**src/rtl/core/swa_history.sv**
```systemverilog
// Sample delay line memory with registered read-before-write port.
module swa_history #(
  parameter int DEPTH = 256,
  parameter int AW    = 8,
  parameter int DW    = 16
) (
  input  logic          clk_i,
  input  logic          en_i,
  input  logic [AW-1:0] addr_i,
  input  logic [DW-1:0] wdata_i,
  output logic [DW-1:0] rdata_o
);

  logic [DW-1:0] mem [DEPTH];
  logic [DW-1:0] rdata_q;

  always_ff @(posedge clk_i) begin
    if (en_i) begin
      rdata_q      <= mem[addr_i];
      mem[addr_i]  <= wdata_i;
    end
  end

  assign rdata_o = rdata_q;

endmodule

```
**config.mk**
```make
export PLATFORM = sky130hd
export DESIGN_NAME = swa_history
export DESIGN_NICKNAME = d
export VERILOG_FILES = /design/src/rtl/core/swa_history.sv
export SDC_FILE = /design/constraint.sdc
export NUM_CORES = 2
export LEC_CHECK = 0
export BUFFER_PORTS_ARGS = -buffer_cell sky130_fd_sc_hd__buf_2
export CAP_MARGIN = 30
export CORE_AREA = 2 2 690 692
export CTS_CLUSTER_SIZE = 16
export DETAILED_ROUTE_END_ITERATION = 6
export DIE_AREA = 0 0 692 694
export PLACE_DENSITY = 0.46
export SLEW_MARGIN = 10
export SYNTH_ARGS = -nofsm -noshare
export SYNTH_HDL_FRONTEND = slang
export SYNTH_SLANG_ARGS = --single-unit
```
**constraint.sdc**
```tcl
create_clock -name clk_i -period 7.5 [get_ports clk_i]
set_clock_uncertainty 0.05 [all_clocks]
set_input_delay 0.375 -clock clk_i [delete_from_list [all_inputs] [get_ports clk_i]]
set_output_delay 0.375 -clock clk_i [all_outputs]
set_load 0.02 [all_outputs]
```
# Yosys cells after proc, flatten, opt, wreduce, memory -nomap -nowiden
# Memory sizes are Yosys's and may differ from the RTL's. A register that Yosys moved wholly into a read port is not among the register bits.
# Index checks and enable logic that the tools add are counted.
totals:
  memories: 1
  reg_bits: 0
  latch_bits: 0
  rom_bits: 0
  ramBits: 4096
mem_list:
  columns: ["memory", "words", "width", "rd", "rd_ports_with_merged_regs", "write_ports", "line_no", "source"]
  rows:
  - ["mem", 256, 16, 1, 1, 1, "14", "logic [DW-1:0] mem [DEPTH];"]
classes:
  mul: 0
  n_lt_le_gt_ge: 0
  addsub: 0
  n_div: 0
  shift: 0
  n_bitwise: 0
  n_mux: 2
  eq_ne: 0
  reduce_logical: 0
op_table:
  columns: ["operator", "n"]
  rows:
  - ["1-bit 2-to-1 mux", 2]

# Logic depth before layout (Yosys ltp)
depth:
  depth_word: 2
  ltp_mapped: 10

# Worst setup path after synthesis
# Ideal clock, no wire load.
synth_path:
  kind: "input-to-reg"
  from: "in addr_i[0]"
  to: "mem mem[145][0] (enable)"
  path_stages: 7
  path_buffers: 5
  setup_slack_ns: 4.377
  setup_ns: 0.409
  t_required_ns: 7.041
  arrival_time_ns: 2.664
  cell_sequence: "clkbuf_1 buf_6 clkbuf_1 buf_2 nand2b_1 clkbuf_1 nor3_1"
synth_rtl:
  columns: ["element", "line_no", "source"]
  rows:
  - ["start, declared", "9", "input logic [AW-1:0] addr_i,"]
  - ["end, declared", "14", null]
# Straight into the memory's write port.

==> metrics.csv <==
metric,value,unit
status,"finished, violations left",
violations,slew limit,
worst-slew-pin-transition,1.51,ns
critical_path_class,input port to flip-flop,
synth_largest_area_cell,edfxtp_1,
setup-violations-final,0,
areaGrowthSynthToFinish,16.3,%
synth_compound_area_share,3.65,%
yosys.area_share.simple,0.906,%
nets,7274,
max_cap_violations,0,
end_kind,flip-flop,
ys_warn_count,0,
finalHoldViolations,0,
slowest_stage,buf_4,
dieWidth,692,um
ant_nets,0,
reg2regPathDepth,6,
grt_usage,18.5,%
path_cells,"buf_12, buf_4, buf_4, mux4_2, a22oi_1, a21oi_1, o41ai_1, buf_4, nand4_1",
p_int,37900,uW
cts_sinks,4112,
std_cell_rows,253,
r2r_setup_slack,4.48,ns
p_comb_share,4.6,%
yosys.area_share.xor_xnor,0,%
portBuffers,41,
whs_path_depth,5,
yosys.cell_types.count,21,
dp_hpwl,260000,um
synth_area_leaders,"edfxtp_1 79%, mux4_2 15%, a22oi_1 2.5%",
slowest_delay,0.73,ns
fp.dieArea,0.480,sq mm
cts_setup_buffers,0,
ys_seq_area_share,79.4,%
critical-path-top-delay-family,buffers and inverters,
start_kind,input port,
cts_resized,0,
ys_seq_elements,4112,
syn_avg_cell_area,23.1,sq um
synth_nets,6753,
cts_made_buffers,431,
worst-endpoint-required,8.19,ns
vdd_ir_drop_max,0.196,mV
rsz0062_at_grt,no,
cpMostUsedCell,buf_4,
htreeDepth,5,
final_cell_area,0.181,sq mm
fmax,248,MHz
insertion_delay,1.02,ns
synthMuxAreaShare,14.8,%
synth_top_area_share,79.4,%
drc,0,
crit-reg2reg-capture,rdata_o[2],
multi_input_area,0.0311,sq mm
syn_area,0.156,sq mm
place_congestion,0.769,
cts_buffer_depth,4,
grt_pass1_wl,629000,um
firstDrtPassIters,6,
whs_endpoint,rdata_o[11],
reg2reg_from,mem[252][2],
fill_cells,42200,
hold_start,addr_i[6],
dp_slack,2.29,ns
fin_crit,4.03,ns
cts-root-buf,clkbuf_16,
coreArea,0.473,sq mm
final.period_utilization,53.7,%
grt-ovfl-total,0,
power,48500,uW
relSlewSlack,-0.655,%
postPlaceCellArea,0.167,sq mm
cp.arrival,4.72,ns
pwr-share-seq,52.4,%
grt_antenna_before_repair,34,
clkPwrFrac,43.0,%
io_pins,42,
min_path_type,input port to flip-flop,
fin_ws,3.47,ns
power_density,268,mW/mm^2
wire_per_inst,32.6,um
register_area,0.123,sq mm
synth_cells,6727,
routed_via_density,5.38,
vias,74700,
first_global_vias,76700,
holdWs,0.167,ns
path_clk_slew,0.06,ns
drtIter0Drc,8746,
cts_tree,yes,
swShare,21.9,%
yosys.area_share.adder,0,%
initial_core_util,32.9,%
die_y,694,um
drive_gt1_share,30.1,%
power_leakage,0.0549,uW
finalWirelength,453000,um
synth_top_family_by_area,multiplexers,
fin_tns_setup,0,ns
drv_slew,30,
switching_power,10600,uW
critPathMaxFanout,66,
grt_max_degree,168,
path_buf_inv,4,
==> area by class of cell <==
| cell class | instances | area share (%) |
|---|---|---|
| diodes | 22 | 0.0304 |
| well taps | 6247 | 4.32 |
| multi-input cells | 2194 | 17.2 |
| repair buffers | 508 | 2.74 |
| inverters | 1 | 0.00207 |
| flip-flops and latches | 4112 | 68.2 |
| clock buffers | 534 | 6.23 |
| clock inverters | 263 | 1.28 |
==> power by group through the flow <==
| stage | clock, uW | sequential [uW] | combinational [uW] |
|---|---|---|---|
| global route | 22200 | 25400 | 2370 |
| detailed placement | 0 | 25900 | 2270 |
| CTS | 21300 | 25400 | 2280 |
| finish | 20800 | 25400 | 2240 |
| global placement | 0 | 25900 | 2230 |
| floorplan | 0 | 25900 | 1090 |
==> tightest hold or removal path: cells and delay by family <==
family          cells  cell delay [ns]
buf+inv             2             0.42
simple gates        2             0.13
compound gates      1             0.10
==> Yosys cell counts (all sizes together) <==
| cell | instances |
|---|---|
| edfxtp | 4112 |
| mux4 | 1024 |
| a22oi | 512 |
| a21oi | 256 |
| clkbuf | 249 |
| nor2 | 232 |
| buf | 171 |
| o41ai | 64 |
| nor3 | 30 |
| nand2 | 28 |
| nand4 | 16 |
| nand3 | 13 |
| nor2b | 7 |
| nand2b | 6 |
| and2 | 3 |
| or2 | 2 |
| inv | 1 |
| or3 | 1 |
==> worst max-delay path by stage <==
stage | depth (start not counted) | end | from | slack [ns]
finish | 9 | rdata_o[14] | addr_i[0] | 3.47
floorplan | 7 | mem[145][0] | addr_i[0] | 4.38
CTS | 9 | rdata_o[6] | addr_i[0] | 3.39
global route | 9 | rdata_o[6] | addr_i[0] | 3.27
global placement | 8 | rdata_o[8] | addr_i[1] | 1.73
detailed placement | 9 | rdata_o[6] | addr_i[0] | 2.29
==> routing by layer <==
layer	vias up	share of wire [%]	global-route usage (%)	wire (um)
li1	30200	-	-	-
met1	41600	44	26.7	200000
met2	2418	48	29.8	215000
met3	515	6.0	2.78	27300
met4	4	2.2	3.93	9750
met5	-	0.0049	0	22
==> what timing repair did <==
action                                 4_1_cts  5_1_grt
endpoints found under the hold margin     1281        0
hold buffers                                17        0
setup endpoints to repair                    0        0
==> cell usage in the layout (no fill, tap or decap), types with 4 or more instances in the layout <==
master / instances
a21oi_1: 256
nor2b_2: 4
diode_2: 22
nor2_1: 131
clkinv_16: 7
o41ai_2: 38
bufinv_16: 33
dlygate4sd3_1: 17
nor2_4: 5
clkinvlp_4: 12
buf_2: 27
mux4_2: 1024
nor3_4: 7
buf_8: 67
edfxtp_1: 4112
buf_6: 6
nand3_1: 5
nand2_1: 20
clkbuf_16: 436
clkinv_1: 118
nand2b_1: 4
nor2_2: 96
buf_12: 33
a22oi_1: 512
nand4_1: 16
inv_16: 5
buf_16: 11
inv_6: 8
nor3_2: 23
nand3_2: 6
buf_4: 346
o41ai_1: 25
clkbuf_1: 98
nand2_2: 7
clkinv_2: 77
==> cell families after synthesis <==
group / count (synthesis)
buffers and inverters: 421
AO/OA/AOI/OAI: 832
AND/OR/NAND/NOR: 338
multiplexers: 1024
flip-flops: 4112
==> sequential cells by signal (all words and copies together), names as in the netlist <==
signal and count:
mem 4096, rdata_o 16
==> metrics by stage <==
| step | std cells | utilization, % |
|---|---|---|
| 2_1_floorplan | 6727 | - |
| 3_3_place_gp | 13000 | 35.0 |
| 3_5_place_dp | 13000 | 35.3 |
| 4_1_cts | 13900 | 38.2 |
| 5_1_grt | 13900 | 38.2 |
| 6_report | 13900 | 38.2 |
No activity file was read; power rests on OpenSTA's default activity.
