### src/rtl/core/swa_divider.sv
// Restoring divider, one quotient bit per cycle.
module swa_divider #(
  parameter int DIVD_W = 33,
  parameter int DIVS_W = 9
) (
  input  logic              clk_i,
  input  logic              rst_ni,
  input  logic              start_i,
  input  logic [DIVD_W-1:0] dividend_i,
  input  logic [DIVS_W-1:0] divisor_i,
  output logic              busy_o,
  output logic              done_o,
  output logic [DIVD_W-1:0] quotient_o
);

  localparam int CNT_W = $clog2(DIVD_W + 1);

  logic [DIVD_W-1:0] acc_q, acc_d;
  logic [DIVS_W-1:0] rem_q, rem_d;
  logic [DIVS_W-1:0] dvs_q;
  logic [CNT_W-1:0]  cnt_q, cnt_d;
  logic              busy_q, busy_d;
  logic              done_q, done_d;
  logic [DIVS_W:0]   trial;
  logic [DIVS_W:0]   diff;
  logic              qbit;

  assign trial = {rem_q, acc_q[DIVD_W-1]};
  assign diff  = trial - {1'b0, dvs_q};
  assign qbit  = !diff[DIVS_W];

  always_comb begin
    acc_d  = acc_q;
    rem_d  = rem_q;
    cnt_d  = cnt_q;
    busy_d = busy_q;
    done_d = 1'b0;
    if (start_i && !busy_q) begin
      acc_d  = dividend_i;
      rem_d  = '0;
      cnt_d  = CNT_W'(DIVD_W);
      busy_d = 1'b1;
    end else if (busy_q) begin
      // remainder stays below the divisor, so its low bits are enough
      rem_d = qbit ? diff[DIVS_W-1:0] : trial[DIVS_W-1:0];
      acc_d = {acc_q[DIVD_W-2:0], qbit};
      cnt_d = cnt_q - CNT_W'(1);
      if (cnt_q == CNT_W'(1)) begin
        busy_d = 1'b0;
        done_d = 1'b1;
      end
    end
  end

  always_ff @(posedge clk_i or negedge rst_ni) begin
    if (!rst_ni) begin
      busy_q <= 1'b0;
      done_q <= 1'b0;
      cnt_q  <= '0;
    end else begin
      busy_q <= busy_d;
      done_q <= done_d;
      cnt_q  <= cnt_d;
    end
  end

  always_ff @(posedge clk_i) begin
    acc_q <= acc_d;
    rem_q <= rem_d;
    if (start_i && !busy_q) begin
      dvs_q <= divisor_i;
    end
  end

  assign busy_o     = busy_q;
  assign done_o     = done_q;
  assign quotient_o = acc_q;

endmodule

### config.mk
export PLATFORM = sky130hd
export DESIGN_NAME = swa_divider
export DESIGN_NICKNAME = d
export VERILOG_FILES = /design/src/rtl/core/swa_divider.sv
export SDC_FILE = /design/constraint.sdc
export NUM_CORES = 1
export LEC_CHECK = 0
export BUFFER_PORTS_ARGS = -buffer_cell sky130_fd_sc_hd__buf_2
export CAP_MARGIN = 20
export CORE_MARGIN = 1.5
export CORE_UTILIZATION = 35
export CTS_CLUSTER_SIZE = 40
export DETAILED_ROUTE_END_ITERATION = 16
export GPL_TIMING_DRIVEN = 0
export PLACE_DENSITY_LB_ADDON = 0.08
export SETUP_SLACK_MARGIN = 0.1
export SLEW_MARGIN = 20
export SYNTH_ARGS = -nofsm -noshare
export SYNTH_HDL_FRONTEND = slang
export SYNTH_SLANG_ARGS = --single-unit
### constraint.sdc
create_clock -name clk_i -period 2.5 [get_ports clk_i]
set_input_delay 0.25 -clock clk_i [delete_from_list [all_inputs] [get_ports clk_i]]
set_output_delay 0.25 -clock clk_i [all_outputs]
set_load 0.05 [all_outputs]
# Word level (Yosys, flattened, before mapping)
# Index checks and enable logic that the tools add are counted.
[word_totals] elab_cells=24 input_bits=45 ff_bits=59 output_inout_bits=35
[classes] n_addsub=2 n_reduce_logical=4 n_mux=11 eq_ne=1
[op_table] operator="two-way mux 33 bit" n=2
[op_table] operator="two-way mux 6 bit" n=2
[op_table] operator="subtractor 10 x 9 -> 10 bit" n=1
[op_table] operator="two-way mux 9 bit" n=1
[op_table] operator="equality test 6 x 1 -> 1 bit, second input constant" n=1
[op_table] operator="two-way mux 1 bit" n=6
[op_table] operator="subtractor 6 x 1 -> 6 bit, second input constant" n=1
[op_table] operator="logical NOT 1 bit" n=2
[op_table] operator="nonzero test 2 bit" n=1
[op_table] operator="logical AND 1 bit" n=1

# Logic depth before layout (Yosys ltp)
[depth] word_depth=4 mapped_depth=9 mapped_depth_nobuf=9

# Least setup slack after synthesis
# No wires, ideal clock.
[synth_timing] path_type="register to register" from="register acc_q[32], in the netlist quotient_o[32]" to="register acc_q[0], in the netlist quotient_o[0], data pin" synth_period_minus_slack_ns=2.331 arrival_time_ns=2.071 required_ns=2.240 setup_ns=0.260 path_slack_ns=0.169 stages_incl_launch_ff=9 path_buffers=0 path_cell_list="edfxtp_1 > inv_1 > ha_1 > nor2b_1 > o31ai_2 > o21a_4 > a41oi_4 > nand2_4 > mux2_2"
[synth_via] elab_chain_len=4
[synth_lines] item="start, declared" line_no="18" source="logic [DIVD_W-1:0] acc_q, acc_d;"
[synth_lines] item="start signal, assigned" line_no="68" source="acc_q <= acc_d;"
[synth_lines] item="subtractor 10 x 9 -> 10 bit" line_no="29" source="assign diff = trial - {1'b0, dvs_q};"
[synth_lines] item="logical NOT 1 bit" line_no="30" source="assign qbit = !diff[DIVS_W];"
[synth_lines] item="two-way mux 33 bit" line_no="43" source="end else if (busy_q) begin"
[synth_lines] item="two-way mux 33 bit" line_no="38" source="if (start_i && !busy_q) begin"
[synth_lines] item="net acc_d[0]" line_no="18"
# The timed path passes the listed nets, and every way through them passes these cells. The select of a mux whose other input is x is not followed.
# A chain may end at the register's enable or synchronous reset.

# Worst setup path in the final report
[layout_timing] from="register rem_q[5]" to="register acc_q[0], in the netlist quotient_o[0], data pin"
[layout_via] elab_chain_len=4
[layout_lines] item="start, declared" line_no="19" source="logic [DIVS_W-1:0] rem_q, rem_d;"
[layout_lines] item="start signal, assigned" line_no="69" source="rem_q <= rem_d;"
[layout_lines] item="subtractor 10 x 9 -> 10 bit" line_no="29"
[layout_lines] item="logical NOT 1 bit" line_no="30"
[layout_lines] item="two-way mux 33 bit" line_no="43"
[layout_lines] item="two-way mux 33 bit" line_no="38"
[layout_lines] item="net acc_d[0]" line_no="18"
# The timed path passes the listed nets, and every way through them passes these cells. The select of a mux whose other input is x is not followed.

==> results.toml <==
[synthesis]
synth.most_common_cell = "edfxtp_1"
synth_edf_count = 42
synth_nets = 290
syn_avg_cell_area_um2 = 12.8
yosysSeqAreaShare = 0.552
async_flop_share = 0.136
ys_types = 43
synthesis.area_um2 = 2970
synthTopCellsByArea = "edfxtp_1 42%, dfrtp_1 6.7%, mux2_1 6.4%"
ys_warn_count = 0
synth.top_cell.area_share = 0.424
syn_inst = 233
ys.flop_type = "edfxtp_1"
synth_common_cells = "42 x edfxtp_1, 18 x nand2_1, 17 x mux2_1"
synth-seq-cells = 59
yosys.area.top_type = "edfxtp_1"

[finish]
stdcell_count = 434
fin_area_um2 = 3670
drive_gt1_frac = 0.371
final_nets = 381
antenna-diode-count = 0
area.growth.synth_to_final_pct = 23.6
nFillCells = 777

[floorplan]
rows = 33
fp.dieW_um = 95.1
ios = 80
initial_core_util = 0.362
core_um2 = 8220
dieArea_um2 = 9050
dieHeight_um = 95.1

[clocking]
clock-sinks = 59
clk_path_buf_depth = 2
cts_buffers = 9
cts_root_buf = "clkbuf_8"
cts_tree = "built"
clk_latency_ps = 340
ctsResizeCount = 0
cts_max_level = 3
clk_pin_slew_ps = 70

[power]
peakVddDrop_uv = 678
power.leakage_nw = 1.57
power_density_nw_per_um2 = 1510

[detailed_routing]
ant_nets = 0
drcViolationCount = 0
wl_um = 6250
routedWlPerCell_um = 14.4
vias = 2098
drt-vias-per-instance = 4.83
drt_iter0_drc = 87
first_pass_iters = 4

[critical_path]
path_class = "flip-flop to flip-flop"
critPathMaxFanout = 6
slowest_delay_ps = 380
worstSetupEndpointType = "flip-flop"
cp.arrival_ps = 2350
crit_path_start_kind = "flip-flop"
worst_path_max_delay_cell = "ha_1"
path_cells = "ha_1, a21o_1, a21oi_4, o221ai_2, a41oi_4, nand2_4, mux2_2"
worstPathRequired_ps = 2600

[global_routing]
grt_pass1_vias = 2010
grt_use_total = 0.154
overflow = 0
grt_max_degree = 34
grt_first_pass_wirelength_um = 10300
antenna_found_initial = 0

[place]
place_hpwl_um = 4420
gp_congestion = 0.749
place_area_um2 = 3500
portBuffers = 79
dpl.cell_count = 417

[sta]
setup_viol = 0
timing.final.crit_share = 0.903
grt_setup_unrepaired = "no"
slew_viol_final = 0
min_period_ps = 2260
fmax_mhz = 443
worstMarginPinSlew_ps = 708
relSlewSlack = 0.527
clock_skew_ps = 6.14
finalHoldViolations = 0

[status]
status = "complete, no violations"

[flow_run]
cap_violations = 0

[min_path]
hold_path.class = "primary input to flip-flop"
## where the power goes
| group | leakage [nW] | switching (W) | internal (W) |
|---|---|---|---|
| registers | 0.601 | 0.000263 | 0.00160 |
| clock network | 0.0872 | 0.000376 | 0.000383 |
| logic | 0.877 | 0.00192 | 0.00101 |
## registers in the layout (all words and copies together), names as in the netlist
name,count
quotient_o,33
dvs_q,9
rem_q,9
cnt_q,6
busy_o,1
done_o,1
## stage by stage
| step | total power, W | utilization | TNS, ps | hold slack, ps | setup WS [ps] |
|---|---|---|---|---|---|
| final | 0.00555 | 0.447 | 0 | 81.1 | 244 |
| after global routing | 0.00592 | 0.447 | 0 | 63.8 | 148 |
| after CTS | 0.00560 | 0.447 | 0 | 66.6 | 242 |
| after detailed placement | 0.00482 | 0.426 | 0 | 106 | 248 |
| after global placement | 0.00481 | 0.426 | -3340 | 108 | -102 |
| after floorplan | 0.00420 | - | 0 | -45.6 | 169 |
## final cells by class
type	instances	area, um2	area share
buffer	10	50.0	0.0136
sequential	59	1640	0.447
clock buffer	13	149	0.0405
clock inverter	3	15.0	0.00409
multi-input combinational	150	1230	0.334
timing repair buffer	80	405	0.110
inverter	14	52.6	0.0143
tap	105	131	0.0358
## metal layers
layer  vias to the layer above  share of wire  global-route usage
met4                         0          0.020              0.0896
met3                         9          0.056              0.0407
met1                       979           0.49               0.207
li1                       1053              -                   -
met5                         -              0                   0
met2                        57           0.44               0.222
## critical path, delay by kind of cell, from the launching register on
family | cells | cell delay, ps
mux | 1 | 270
compound gates | 4 | 920
flops | 1 | 340
fa+ha+maj | 1 | 380
simple gates | 1 | 110
## layout by cell type (no fill, tap or decap), types with 2 or more instances in the layout
cell type,Yosys,final
nor2_1,7,7
nand4_1,5,5
o21ai_1,5,5
nand2_1,18,18
o211ai_1,6,6
o21ai_0,3,3
dfrtp_1,8,8
nor2b_1,4,4
nand2b_1,6,6
nor3_1,6,6
o31ai_2,2,2
a21oi_1,3,3
inv_1,14,13
buf_2,4,83
o2111ai_1,2,2
clkbuf_1,5,8
dfxtp_1,9,9
mux2_1,17,17
xor2_1,5,5
nand3b_1,2,2
nand3_1,5,5
xnor2_1,3,3
mux2_2,16,16
clkbuf_8,0,10
a21o_1,3,3
clkinv_2,0,3
o21a_1,3,3
a32o_1,2,2
ha_1,11,11
edfxtp_1,42,42
o31ai_1,2,2
nor3b_1,2,2
## worst paths after layout
check                                 startpoint  slack (ps)  cells past startpoint                 endpoint
max in group asynchronous                 rst_ni        2050                      2     cnt_q[2]$_DFFE_PN0P_
max                        rem_q[5]$_SDFFE_PP0P_         240                      7  quotient_o[0]$_DFFE_PP_
max reg2reg                rem_q[5]$_SDFFE_PP0P_         240                      7  quotient_o[0]$_DFFE_PP_
min                                 divisor_i[6]          80                      1       dvs_q[6]$_DFFE_PP_
min in group asynchronous                 rst_ni         280                      2     cnt_q[4]$_DFFE_PN0P_
min reg2reg                 cnt_q[5]$_DFFE_PN0P_         480                      1         done_o$_DFF_PN0_
## repair_timing
item / 4_1_cts / 5_1_grt
endpoints found under the hold margin: 8 / 0
buffers inserted: 0 / 0
hold buffers: 1 / 0
## kinds of logic (layout without fill, tap and decap cells)
group | count (synthesis) | after routing | synth area share
and+or+nand+nor | 58 | 58 | 0.0998
muxes | 33 | 33 | 0.125
DFF | 59 | 59 | 0.552
adders and majority gates | 12 | 12 | 0.0531
AOI/OAI and AO/OA | 39 | 39 | 0.112
buffers and inverters | 24 | 120 | 0.0345
xor gates and xnor gates | 8 | 8 | 0.0236
Power figures use the tool's default switching activity.
