`config.mk`:
```
export PLATFORM = sky130hd
export DESIGN_NAME = swa_regs
export DESIGN_NICKNAME = d
export VERILOG_FILES = /design/src/rtl/core/swa_pkg.sv /design/src/rtl/core/swa_regs.sv
export SDC_FILE = /design/constraint.sdc
export NUM_CORES = 1
export LEC_CHECK = 0
export BUFFER_PORTS_ARGS = -buffer_cell sky130_fd_sc_hd__buf_2
export CAP_MARGIN = 20
export CORE_MARGIN = 5
export CORE_UTILIZATION = 29
export CTS_BUF_LIST = sky130_fd_sc_hd__clkbuf_16
export DETAILED_ROUTE_END_ITERATION = 8
export GPL_TIMING_DRIVEN = 0
export PLACE_DENSITY = 0.77
export SYNTH_ARGS = -nofsm -noshare
export SYNTH_HDL_FRONTEND = slang
export SYNTH_SLANG_ARGS = --single-unit
```
`constraint.sdc`:
```
create_clock -name clk_i -period 1.1 [get_ports clk_i]
set_input_delay 0.275 -clock clk_i [delete_from_list [all_inputs] [get_ports clk_i]]
set_output_delay 0.275 -clock clk_i [all_outputs]
set_load 0.1 [all_outputs]
```
`src/rtl/core/swa_pkg.sv`:
```
// Shared constants, types and state encoding of the sliding window average unit.
package swa_pkg;

  localparam int MAX_WINDOW_DEF  = 256;
  localparam int SAMPLE_BITS_DEF = 16;

  localparam int LEN_W   = 9;   // window_length register width
  localparam int AVG_W   = 24;  // average width, 16.8 fixed point
  localparam int FRAC_W  = 8;
  localparam int DATA_W  = 32;  // APB data width
  localparam int PADDR_W = 3;

  localparam int REG_IDX_W = PADDR_W - 2;
  localparam logic [REG_IDX_W-1:0] REG_WINDOW_LENGTH = REG_IDX_W'(0);

  typedef enum logic [1:0] {
    ST_IDLE,
    ST_UPDATE,
    ST_DIVIDE,
    ST_OUTPUT
  } swa_state_e;

  typedef struct packed {
    logic             flush;
    logic [LEN_W-1:0] len;
  } swa_cfg_t;

endpackage

```
`src/rtl/core/swa_regs.sv`:
```
// APB register file holding the window length and raising a flush on each write to it.
module swa_regs import swa_pkg::*; #(
  parameter int MAX_WINDOW = MAX_WINDOW_DEF
) (
  input  logic               clk_i,
  input  logic               rst_ni,
  input  logic               psel,
  input  logic               penable,
  input  logic               pwrite,
  input  logic [PADDR_W-1:0] paddr,
  input  logic [DATA_W-1:0]  pwdata,
  output logic [DATA_W-1:0]  prdata,
  output logic               pready,
  output swa_cfg_t           cfg_o
);

  localparam logic [LEN_W-1:0] LenRst = LEN_W'(MAX_WINDOW < 256 ? MAX_WINDOW : 256);

  logic [LEN_W-1:0]     len_q, len_d;
  logic [LEN_W-1:0]     wval;
  logic [REG_IDX_W-1:0] reg_idx;
  logic                 wr_en;

  assign pready  = 1'b1;
  assign reg_idx = paddr[PADDR_W-1:2];
  assign wr_en   = psel && penable && pwrite && (reg_idx == REG_WINDOW_LENGTH);
  assign wval    = pwdata[LEN_W-1:0];

  always_comb begin
    len_d = len_q;
    if (wr_en) begin
      if (wval == '0) begin
        len_d = LEN_W'(1);
      end else if (int'(wval) > MAX_WINDOW) begin
        len_d = LEN_W'(MAX_WINDOW);
      end else begin
        len_d = wval;
      end
    end
  end

  always_ff @(posedge clk_i or negedge rst_ni) begin
    if (!rst_ni) begin
      len_q <= LenRst;
    end else begin
      len_q <= len_d;
    end
  end

  always_comb begin
    unique case (reg_idx)
      REG_WINDOW_LENGTH: prdata = DATA_W'(len_q);
      default:           prdata = '0;
    endcase
  end

  // flush acts at the write edge, together with the new length
  assign cfg_o.flush = wr_en;
  assign cfg_o.len   = len_q;

endmodule

```
# Word level (Yosys, flattened, before mapping)
# Index checks and enable logic that the tools add are counted.
# classes
order_cmp,1
bitwise_logic,1
n_mux,3
reduce_logical,4
# op_table
cell,count
9-bit 2-to-1 mux,3
"9-bit greater-than comparator, second input constant",1
9-bit logical NOT,1
1-bit logical AND,3
1-bit inverter,1
# word_totals
ff_bits,9
output_inout_bits,43
in_bits,40

# Depth between registers and ports, before layout
# Gate-level depths: netlist (run 1).
# logic_depth
depth_word,3
ltp_mapped,4
ltp_nobuf,3

# Worst setup path after synthesis (run 1)
# OpenSTA, ideal clock, no wires.
# synth_timing
kind,register -> output
startpoint,reg len_q[0]
endpoint,out prdata[0]
slack_ns,-1.537
n_path_buf,0
arrival_time_ns,2.362
path_stages_with_launch,2
path_cell_list,dfrtp_1 > nor2b_1
# synth_between
elab_chain_len,1
# synth_rtl
item,line,rtl
from (decl),swa_regs.sv:19,"logic [LEN_W-1:0] len_q, len_d;"
from (signal assigned),swa_regs.sv:44,len_q <= LenRst;
from (signal assigned),swa_regs.sv:46,len_q <= len_d;
9-bit 2-to-1 mux,swa_regs.sv:51,unique case (reg_idx)
to (decl),swa_regs.sv:12,"output logic [DATA_W-1:0] prdata,"
# Every way passes these cells.

# Worst setup path after layout (run 1)
# layout_timing
startpoint,reg len_q[8]
endpoint,out prdata[8]
# Same word-level chain as after synthesis.

==> metrics.md, run 1 <==
| Metric | Value |
|---|---|
| Status | finished, violations left |
| Failing checks | negative setup slack |
| Final instance area | 1500 sq um |
| RSZ-0062 raised after global routing | true |
| Cells after Synth | 77 |
| Pwr dens | 1850 nW/um^2 |
| Startpoint types | register |
| Crit-path max FO | 2 |
| Final worst setup slack | -354 ps |
| Final count of pins violating max slew | 0 |
| Reg2Reg Depth | 2 |
| Max-Cap Viols | 0 |
| VDD IR max | 1.13 mV |
| Fin crit share | 132% |
| Initial antenna violation count | 0 |
| Area leader, netlist | dfrtp_1 |
| IO Pins | 83 |
| Post-Synth Adder-Cell Area | 0% |
| Crit-path leading delay family | flip-flops |
| Crit path kind | register to output port |
| CTS Buf Count | 3 |
| Hold EP | len_q[2]$_DFFE_PN0P_ |
| Biggest regs | len_q: 9 flops |
| Routed WL per cell | 14.0 microns |
| Origin of the critical flop-to-flop path | len_q[8]$_DFFE_PN1P_ |
| Multiplexer share of the synthesized area | 1.67% |
| Worst Path Buf+Inv | 1 |
| Pin count of the biggest net entering global routing | 11 |
| Vias | 673 |
| WL met2 | 1.19 mm |
| Final Skew | 0 ps |
| Starting Density | 30.4% |
| CTS tree | built |
| Clock Power Share | 23.3% |
| Die Area | 3380 sq um |
| Worst skew pair latency | 240 ps |
| Sequential share of power | 17.6% |
| Fraction of layout cells with a size suffix above 1 | 61.0% |
| CP Data Required Time | 820 ps |
| Slowest stage delay, CP | 610 ps |
| Area of placed instances | 1070 sq um |
| Slowest-stage cell, CP | dfstp_4 |
| Fin util | 67.9% |
| Critical path capture point type | output port |
| Hold Path Class | primary input to register |
| ANT cells | 0 |
| Mapped Area | 673 sq um |
| Row count | 17 |
| Final Hold Fails | 0 |
| Synth unique cells | 18 |
| M1 wire length | 943 microns |
| Synth area leaders | dfrtp_1, buf_4, nor2b_1, nand2b_1, dfstp_2 |
| Int Pwr | 1410 uW |
| DR DRC count | 0 |
| Fmax | 688 MHz |
| Area growth, synth to finish | 123% |
| Worst Path Arrival | 1180 ps |
| Clock transition at path regs | 40 ps |
| Die H | 58.2 microns |
| Synth warn | 0 |
| Switching Power | 1360 uW |
| Final net count | 182 |
| Switching share of power | 49.1% |
| Hold path depth | 3 |
| Comb power frac | 59.1% |
| Vias per std cell | 3.98 |
| Register area share after synthesis | 33.6% |
| Crit path cell chain | nor2b_4, buf_12 |
| Synth Area in Compound Gates | 8.18% |
| Top Layer Used | met4 |
| Reg with most FFs | len_q |
| DRT iter0 DRCs | 24 |
| Syn Area/Cell | 8.74 sq um |
| Core Area | 2210 sq um |
| Total Power | 2780 uW |
| Longest Clk Path Bufs | 2 |
| Die Wd | 58.2 microns |
| Simple-gate area share of the yosys netlist | 24.7% |
| First-pass DRT Iterations | 4 |
| Total number of H-tree levels | 1 |
| Leak | 0.000737 uW |
| XOR/XNOR Fraction of Synth Area | 0% |
| # port buffers | 32 |
| Post-synth top area share | 29.7% |
| Grt ovf | 0 |
| FF-to-FF End | len_q[8]$_DFFE_PN1P_ |
| Synthesized flop and latch total | 9 |
| Final setup fails | 19 |
| Num Clock Sinks | 9 |
| Routed length on met3 | 192 microns |
| Post-route minimum period | 1450 ps |
| Vias in the first global route | 757 |
| GP Congestion | 0.777 |
| Largest family of logic cells by synthesized area | buffers and inverters |
| Final HPWL DP | 1.47 mm |
| Clock root buffer | clkbuf_16 |
| HP Start | pwdata[2] |
| ANT nets after route | 0 |
| Global Route Usage Sum | 15.3% |
| Max reg flops | 9 |
| Reg2reg setup slack | 160 ps |
| First-pass GRT wire length | 3.86 mm |
| DRT Wirelength | 2.36 mm |
[metal layers]
metal,GRT usage [%],up-vias
met5,0,-
li1,-,322
met1,17.0,300
met3,4.45,3
met2,26.8,48
met4,6.95,0
[power groups by stage]
| stage | clock network [uW] | logic, uW | registers, uW |
|---|---|---|---|
| final | 648 | 1640 | 488 |
| after global routing | 679 | 1690 | 494 |
| after CTS | 647 | 1620 | 485 |
| after detailed placement | 0 | 1300 | 465 |
| after global placement | 0 | 1290 | 457 |
| after floorplan | 0 | 776 | 839 |
[area by class of cell]
class	instances	area [sq um]
Fill cell	152	709
Timing Repair Buffer	38	512
Multi-Input combinational cell	61	390
Sequential cell	9	258
Buffer	27	219
Clock buffer	3	75.1
Tap cell	28	35.0
Inverter	2	10.0
Clock inverter	1	3.75
[cell usage in the layout, fill, tap and decap left out]
| master | synthesis | routed |
|---|---|---|
| buf_4 | 26 | 28 |
| conb_1 | 2 | 24 |
| buf_12 | 0 | 21 |
| buf_2 | 0 | 12 |
| nor2b_4 | 0 | 9 |
| nand2_1 | 7 | 7 |
| dfrtp_4 | 0 | 7 |
| nand2b_1 | 6 | 6 |
| o21ai_0 | 4 | 4 |
| o21ai_1 | 3 | 3 |
| clkbuf_16 | 0 | 3 |
| inv_1 | 2 | 2 |
| or4_1 | 2 | 2 |
| nand4b_4 | 1 | 1 |
| buf_8 | 0 | 1 |
| inv_4 | 0 | 1 |
| clkbuf_1 | 1 | 1 |
| or2b_1 | 1 | 1 |
| mux2_1 | 1 | 1 |
| o22ai_1 | 1 | 1 |
| a21oi_1 | 1 | 1 |
| a22o_1 | 1 | 1 |
| dlygate4sd3_1 | 0 | 1 |
| dfrtp_2 | 0 | 1 |
| dfstp_4 | 0 | 1 |
| buf_6 | 0 | 1 |
[cells by family after synthesis]
logic type | Yosys count
flops | 9
compound gates | 10
other cells | 2
simple gates | 26
buf+inv | 29
mux | 1
[tightest hold or removal path: stages]
cell      delay, ps
buf_2           110
nand2b_1         60
o21ai_0          60
[synthesized netlist by cell type]
library cell	count
a22o_1	1
or4_1	2
o21ai_1	3
nand2b_1	6
or2b_1	1
nand2_1	7
nor2b_1	9
conb_1	2
a21oi_1	1
inv_1	2
nand4b_4	1
dfrtp_1	8
o21ai_0	4
o22ai_1	1
clkbuf_1	1
mux2_1	1
buf_4	26
dfstp_2	1
[timing repair]
action                                  in CTS  in global routing
resized for setup                           81                  1
endpoints found under the hold margin        8                  0
cloned                                       0                  0
hold buffers                                 1                  0
endpoints found under the setup margin      28                 19
setup buffers                                4                  1
[per-stage QoR]
stage / std cells / setup TNS [ps] / hold slack, ps / setup WS, ps
floorplan: 99 / -3630 / -20.6 / -538
global placement: 159 / -5660 / 133 / -749
detailed placement: 159 / -5990 / 137 / -762
CTS: 168 / -3070 / 296 / -362
global route: 169 / -3390 / 342 / -380
finish: 169 / -3100 / 307 / -354
[worst max path at each step]
stage / cells past startpoint / start / end
6_report: 2 / len_q[8]$_DFFE_PN1P_ / prdata[8]
3_3_place_gp: 6 / paddr[2] / cfg_o[9]
4_1_cts: 2 / len_q[8]$_DFFE_PN1P_ / prdata[8]
3_5_place_dp: 6 / paddr[2] / cfg_o[9]
5_1_grt: 2 / len_q[8]$_DFFE_PN1P_ / prdata[8]
2_1_floorplan: 1 / len_q[8]$_DFFE_PN1P_ / prdata[8]
Power figures use the tool's default switching activity.
==> run 2, diff against run 1 <==
--- a/config.mk
+++ b/config.mk
@@ -5,14 +5,16 @@
 export SDC_FILE = /design/constraint.sdc
 export NUM_CORES = 1
 export LEC_CHECK = 0
+export ABC_AREA = 1
 export BUFFER_PORTS_ARGS = -buffer_cell sky130_fd_sc_hd__buf_2
 export CAP_MARGIN = 20
 export CORE_MARGIN = 5
 export CORE_UTILIZATION = 29
 export CTS_BUF_LIST = sky130_fd_sc_hd__clkbuf_16
+export CTS_CLUSTER_DIAMETER = 60
 export DETAILED_ROUTE_END_ITERATION = 8
 export GPL_TIMING_DRIVEN = 0
-export PLACE_DENSITY = 0.77
+export PLACE_DENSITY = 0.75
 export SYNTH_ARGS = -nofsm -noshare
 export SYNTH_HDL_FRONTEND = slang
 export SYNTH_SLANG_ARGS = --single-unit
==> run 2 against run 1 <==
Against the previous run:
- the flow still finishes with violations (negative setup slack)
- via count up 11%
- sequential power is 7.2% higher
- final area grew 2.8%
- combinational power increased by 11%
- non-clock buffer count up 2
- synthesized cell count up 21%
- total power grew 8.1%
- largest cell class unchanged
==> metrics.md, run 2 <==
| Metric | Value |
|---|---|
| Status | finished, violations left |
| Failing checks | negative setup slack |
| Fillers | 167 |
| Most common cell in the netlist | buf_4 |
| VDD IR max | 1.26 mV |
| Synth area leaders | dfrtp_1, buf_4, nand2_1, nor2_1, inv_1 |
| Hold path depth | 3 |
| Crit path depth | 3 |
| Register area share after synthesis | 31.8% |
| Post-synth top area share | 28.1% |
| Switching share of power | 51.4% |
| Starting Density | 29.5% |
| Final worst setup slack | -357 ps |
| Area leader, netlist | dfrtp_1 |
| Crit-path max FO | 2 |
| Reg2reg setup slack | 140 ps |
| Grt ovf | 0 |
| Clock root buffer | clkbuf_16 |
| First-pass GRT wire length | 3.71 mm |
| Max reg flops | 9 |
| Final setup fails | 18 |
| Clock Power Share | 21.9% |
| Fin crit share | 132% |
| Synth top cells by count | buf_4, nand2_1, nor2_1 |
| FF-to-FF End | len_q[8]$_DFFE_PN1P_ |
| Reg with most FFs | len_q |
| Most used DFF post-synth | dfrtp_1 |
| Sequential share of power | 17.4% |
| Worst Path Buf+Inv | 2 |
| Startpoint types | register |
| Comb power frac | 60.7% |
| Fmax | 686 MHz |
| Int Pwr | 1460 uW |
| RSZ-0062 raised after global routing | true |
| CTS tree | built |
| # port buffers | 32 |
| Crit path kind | register to output port |
| DR DRC count | 0 |
| Leak | 0.000762 uW |
| Switching Power | 1540 uW |
| Fin util | 64.1% |
| Num Clock Sinks | 9 |
| Most frequent cells in the layout | buf_4, conb_1, nand2_1, buf_12, buf_2 |
| Row count | 18 |
| Asr flop ratio synth | 100% |
| Vias | 746 |
| Die H | 59.5 microns |
| Routed WL per cell | 13.3 microns |
| ANT nets after route | 0 |
| DRT iter0 DRCs | 14 |
| Worst skew pair latency | 240 ps |
| ANT cells | 0 |
| Final count of pins violating max slew | 0 |
| First-pass DRT Iterations | 4 |
| Initial antenna violation count | 0 |
| Slowest stage delay, CP | 620 ps |
| CTS Buf Count | 3 |
| Slowest-stage cell, CP | dfstp_4 |
| Area growth, synth to finish | 117% |
| DRT Wirelength | 2.52 mm |
| Hold EP | len_q[4]$_DFFE_PN0P_ |
| Final Hold Fails | 0 |
| Pwr dens | 1940 nW/um^2 |
| Biggest regs | len_q: 9 flops |
| CP Data Required Time | 820 ps |
| Synth unique cells | 15 |
| Post-route minimum period | 1460 ps |
| Final HPWL DP | 1.60 mm |
| Reg2Reg Depth | 3 |
| Critical path capture point type | output port |
| Core Area | 2410 sq um |
| Fraction of layout cells with a size suffix above 1 | 66.0% |
| Hold Path Class | primary input to register |
| GP Congestion | 0.838 |
| Max-Cap Viols | 0 |
| Mapped Area | 712 sq um |
| Post-synth EDFFs | 0 |
| Vias in the first global route | 768 |
| HP Start | pwdata[4] |
| Cells after Synth | 93 |
| Synthesized flop and latch total | 9 |
| Pre-CTS setup slack | -340 ps |
| Vias per std cell | 3.95 |
| Worst Path Arrival | 1180 ps |
| Final Skew | 0 ps |
| Final net count | 200 |
| Pin count of the biggest net entering global routing | 11 |
| Global Route Usage Sum | 14.3% |
| Total Power | 3000 uW |
| Commonest non-fill, non-tap cell in the layout | buf_4 |
| Synth warn | 0 |
| Die Wd | 59.5 microns |
| Die Area | 3550 sq um |
| Longest Clk Path Bufs | 2 |
| Hold WS | 290 ps |
| Crit-path leading delay family | flip-flops |
| Origin of the critical flop-to-flop path | len_q[8]$_DFFE_PN1P_ |
| Clock transition at path regs | 40 ps |
| Syn Area/Cell | 7.66 sq um |
| IO Pins | 83 |
| Crit path cell chain | inv_4, nor2_4, buf_12 |
| Total number of H-tree levels | 1 |
## run 2: cells by family after synthesis
kind of cell,count (synthesis),share of synthesized area [%]
buffers and inverters,38,35.7
and+or+nand+nor,36,23.2
DFF,9,31.8
AOI/OAI and AO/OA,8,8.26
other,2,1.05
## run 2: worst register-to-register path, stage by stage (launching register included)
cell and delay (ps):
dfstp_4 620, inv_4 40, buf_4 130, a21oi_2 110
## run 2: what timing repair did
item	CTS	global route
endpoints found under the hold margin	8	0
hold buffers	1	0
endpoints found under the setup margin	19	18
gates resized for setup	78	5
pin swaps	7	3
setup buffers	6	2
## run 2: layout make-up
type	instances	area [sq um]	area share, %
plain buffers	26	203	13.1
well taps	30	37.5	2.43
multi-input cells	68	389	25.2
inverters	11	63.8	4.13
clock buffers	3	75.1	4.86
clock inverters	1	3.75	0.243
repair buffers	41	515	33.4
flip-flops and latches	9	258	16.7
## run 2: per-layer routing
metal | track usage, % | share of wire (%)
met2 | 26.8 | 51
met3 | 5.66 | 11
met5 | 0 | 0
met1 | 14.4 | 35
met4 | 3.80 | 2.0
## run 2: stage by stage
step	instance area [sq um]	TNS, ps	instances
after CTS	1520	-2710	187
final	1550	-2900	189
after global routing	1550	-3150	189
after floorplan	908	-3460	115
after global placement	1110	-1830	177
after detailed placement	1110	-1950	177
## run 2: power groups by stage
| stage | logic, uW | clock network, uW | registers, uW |
|---|---|---|---|
| finish | 1820 | 658 | 523 |
| global route | 1860 | 678 | 533 |
| CTS | 1780 | 644 | 508 |
| detailed placement | 1420 | 0 | 482 |
| global placement | 1410 | 0 | 477 |
| floorplan | 861 | 0 | 891 |
## run 2: worst max path at each step
stage | end | slack (ps) | startpoint
floorplan | prdata[8] | -520 | len_q[8]$_DFFE_PN1P_
global placement | cfg_o[9] | -330 | pwrite
detailed placement | cfg_o[9] | -340 | pwrite
CTS | prdata[8] | -330 | len_q[8]$_DFFE_PN1P_
global route | prdata[8] | -370 | len_q[8]$_DFFE_PN1P_
finish | prdata[8] | -360 | len_q[8]$_DFFE_PN1P_
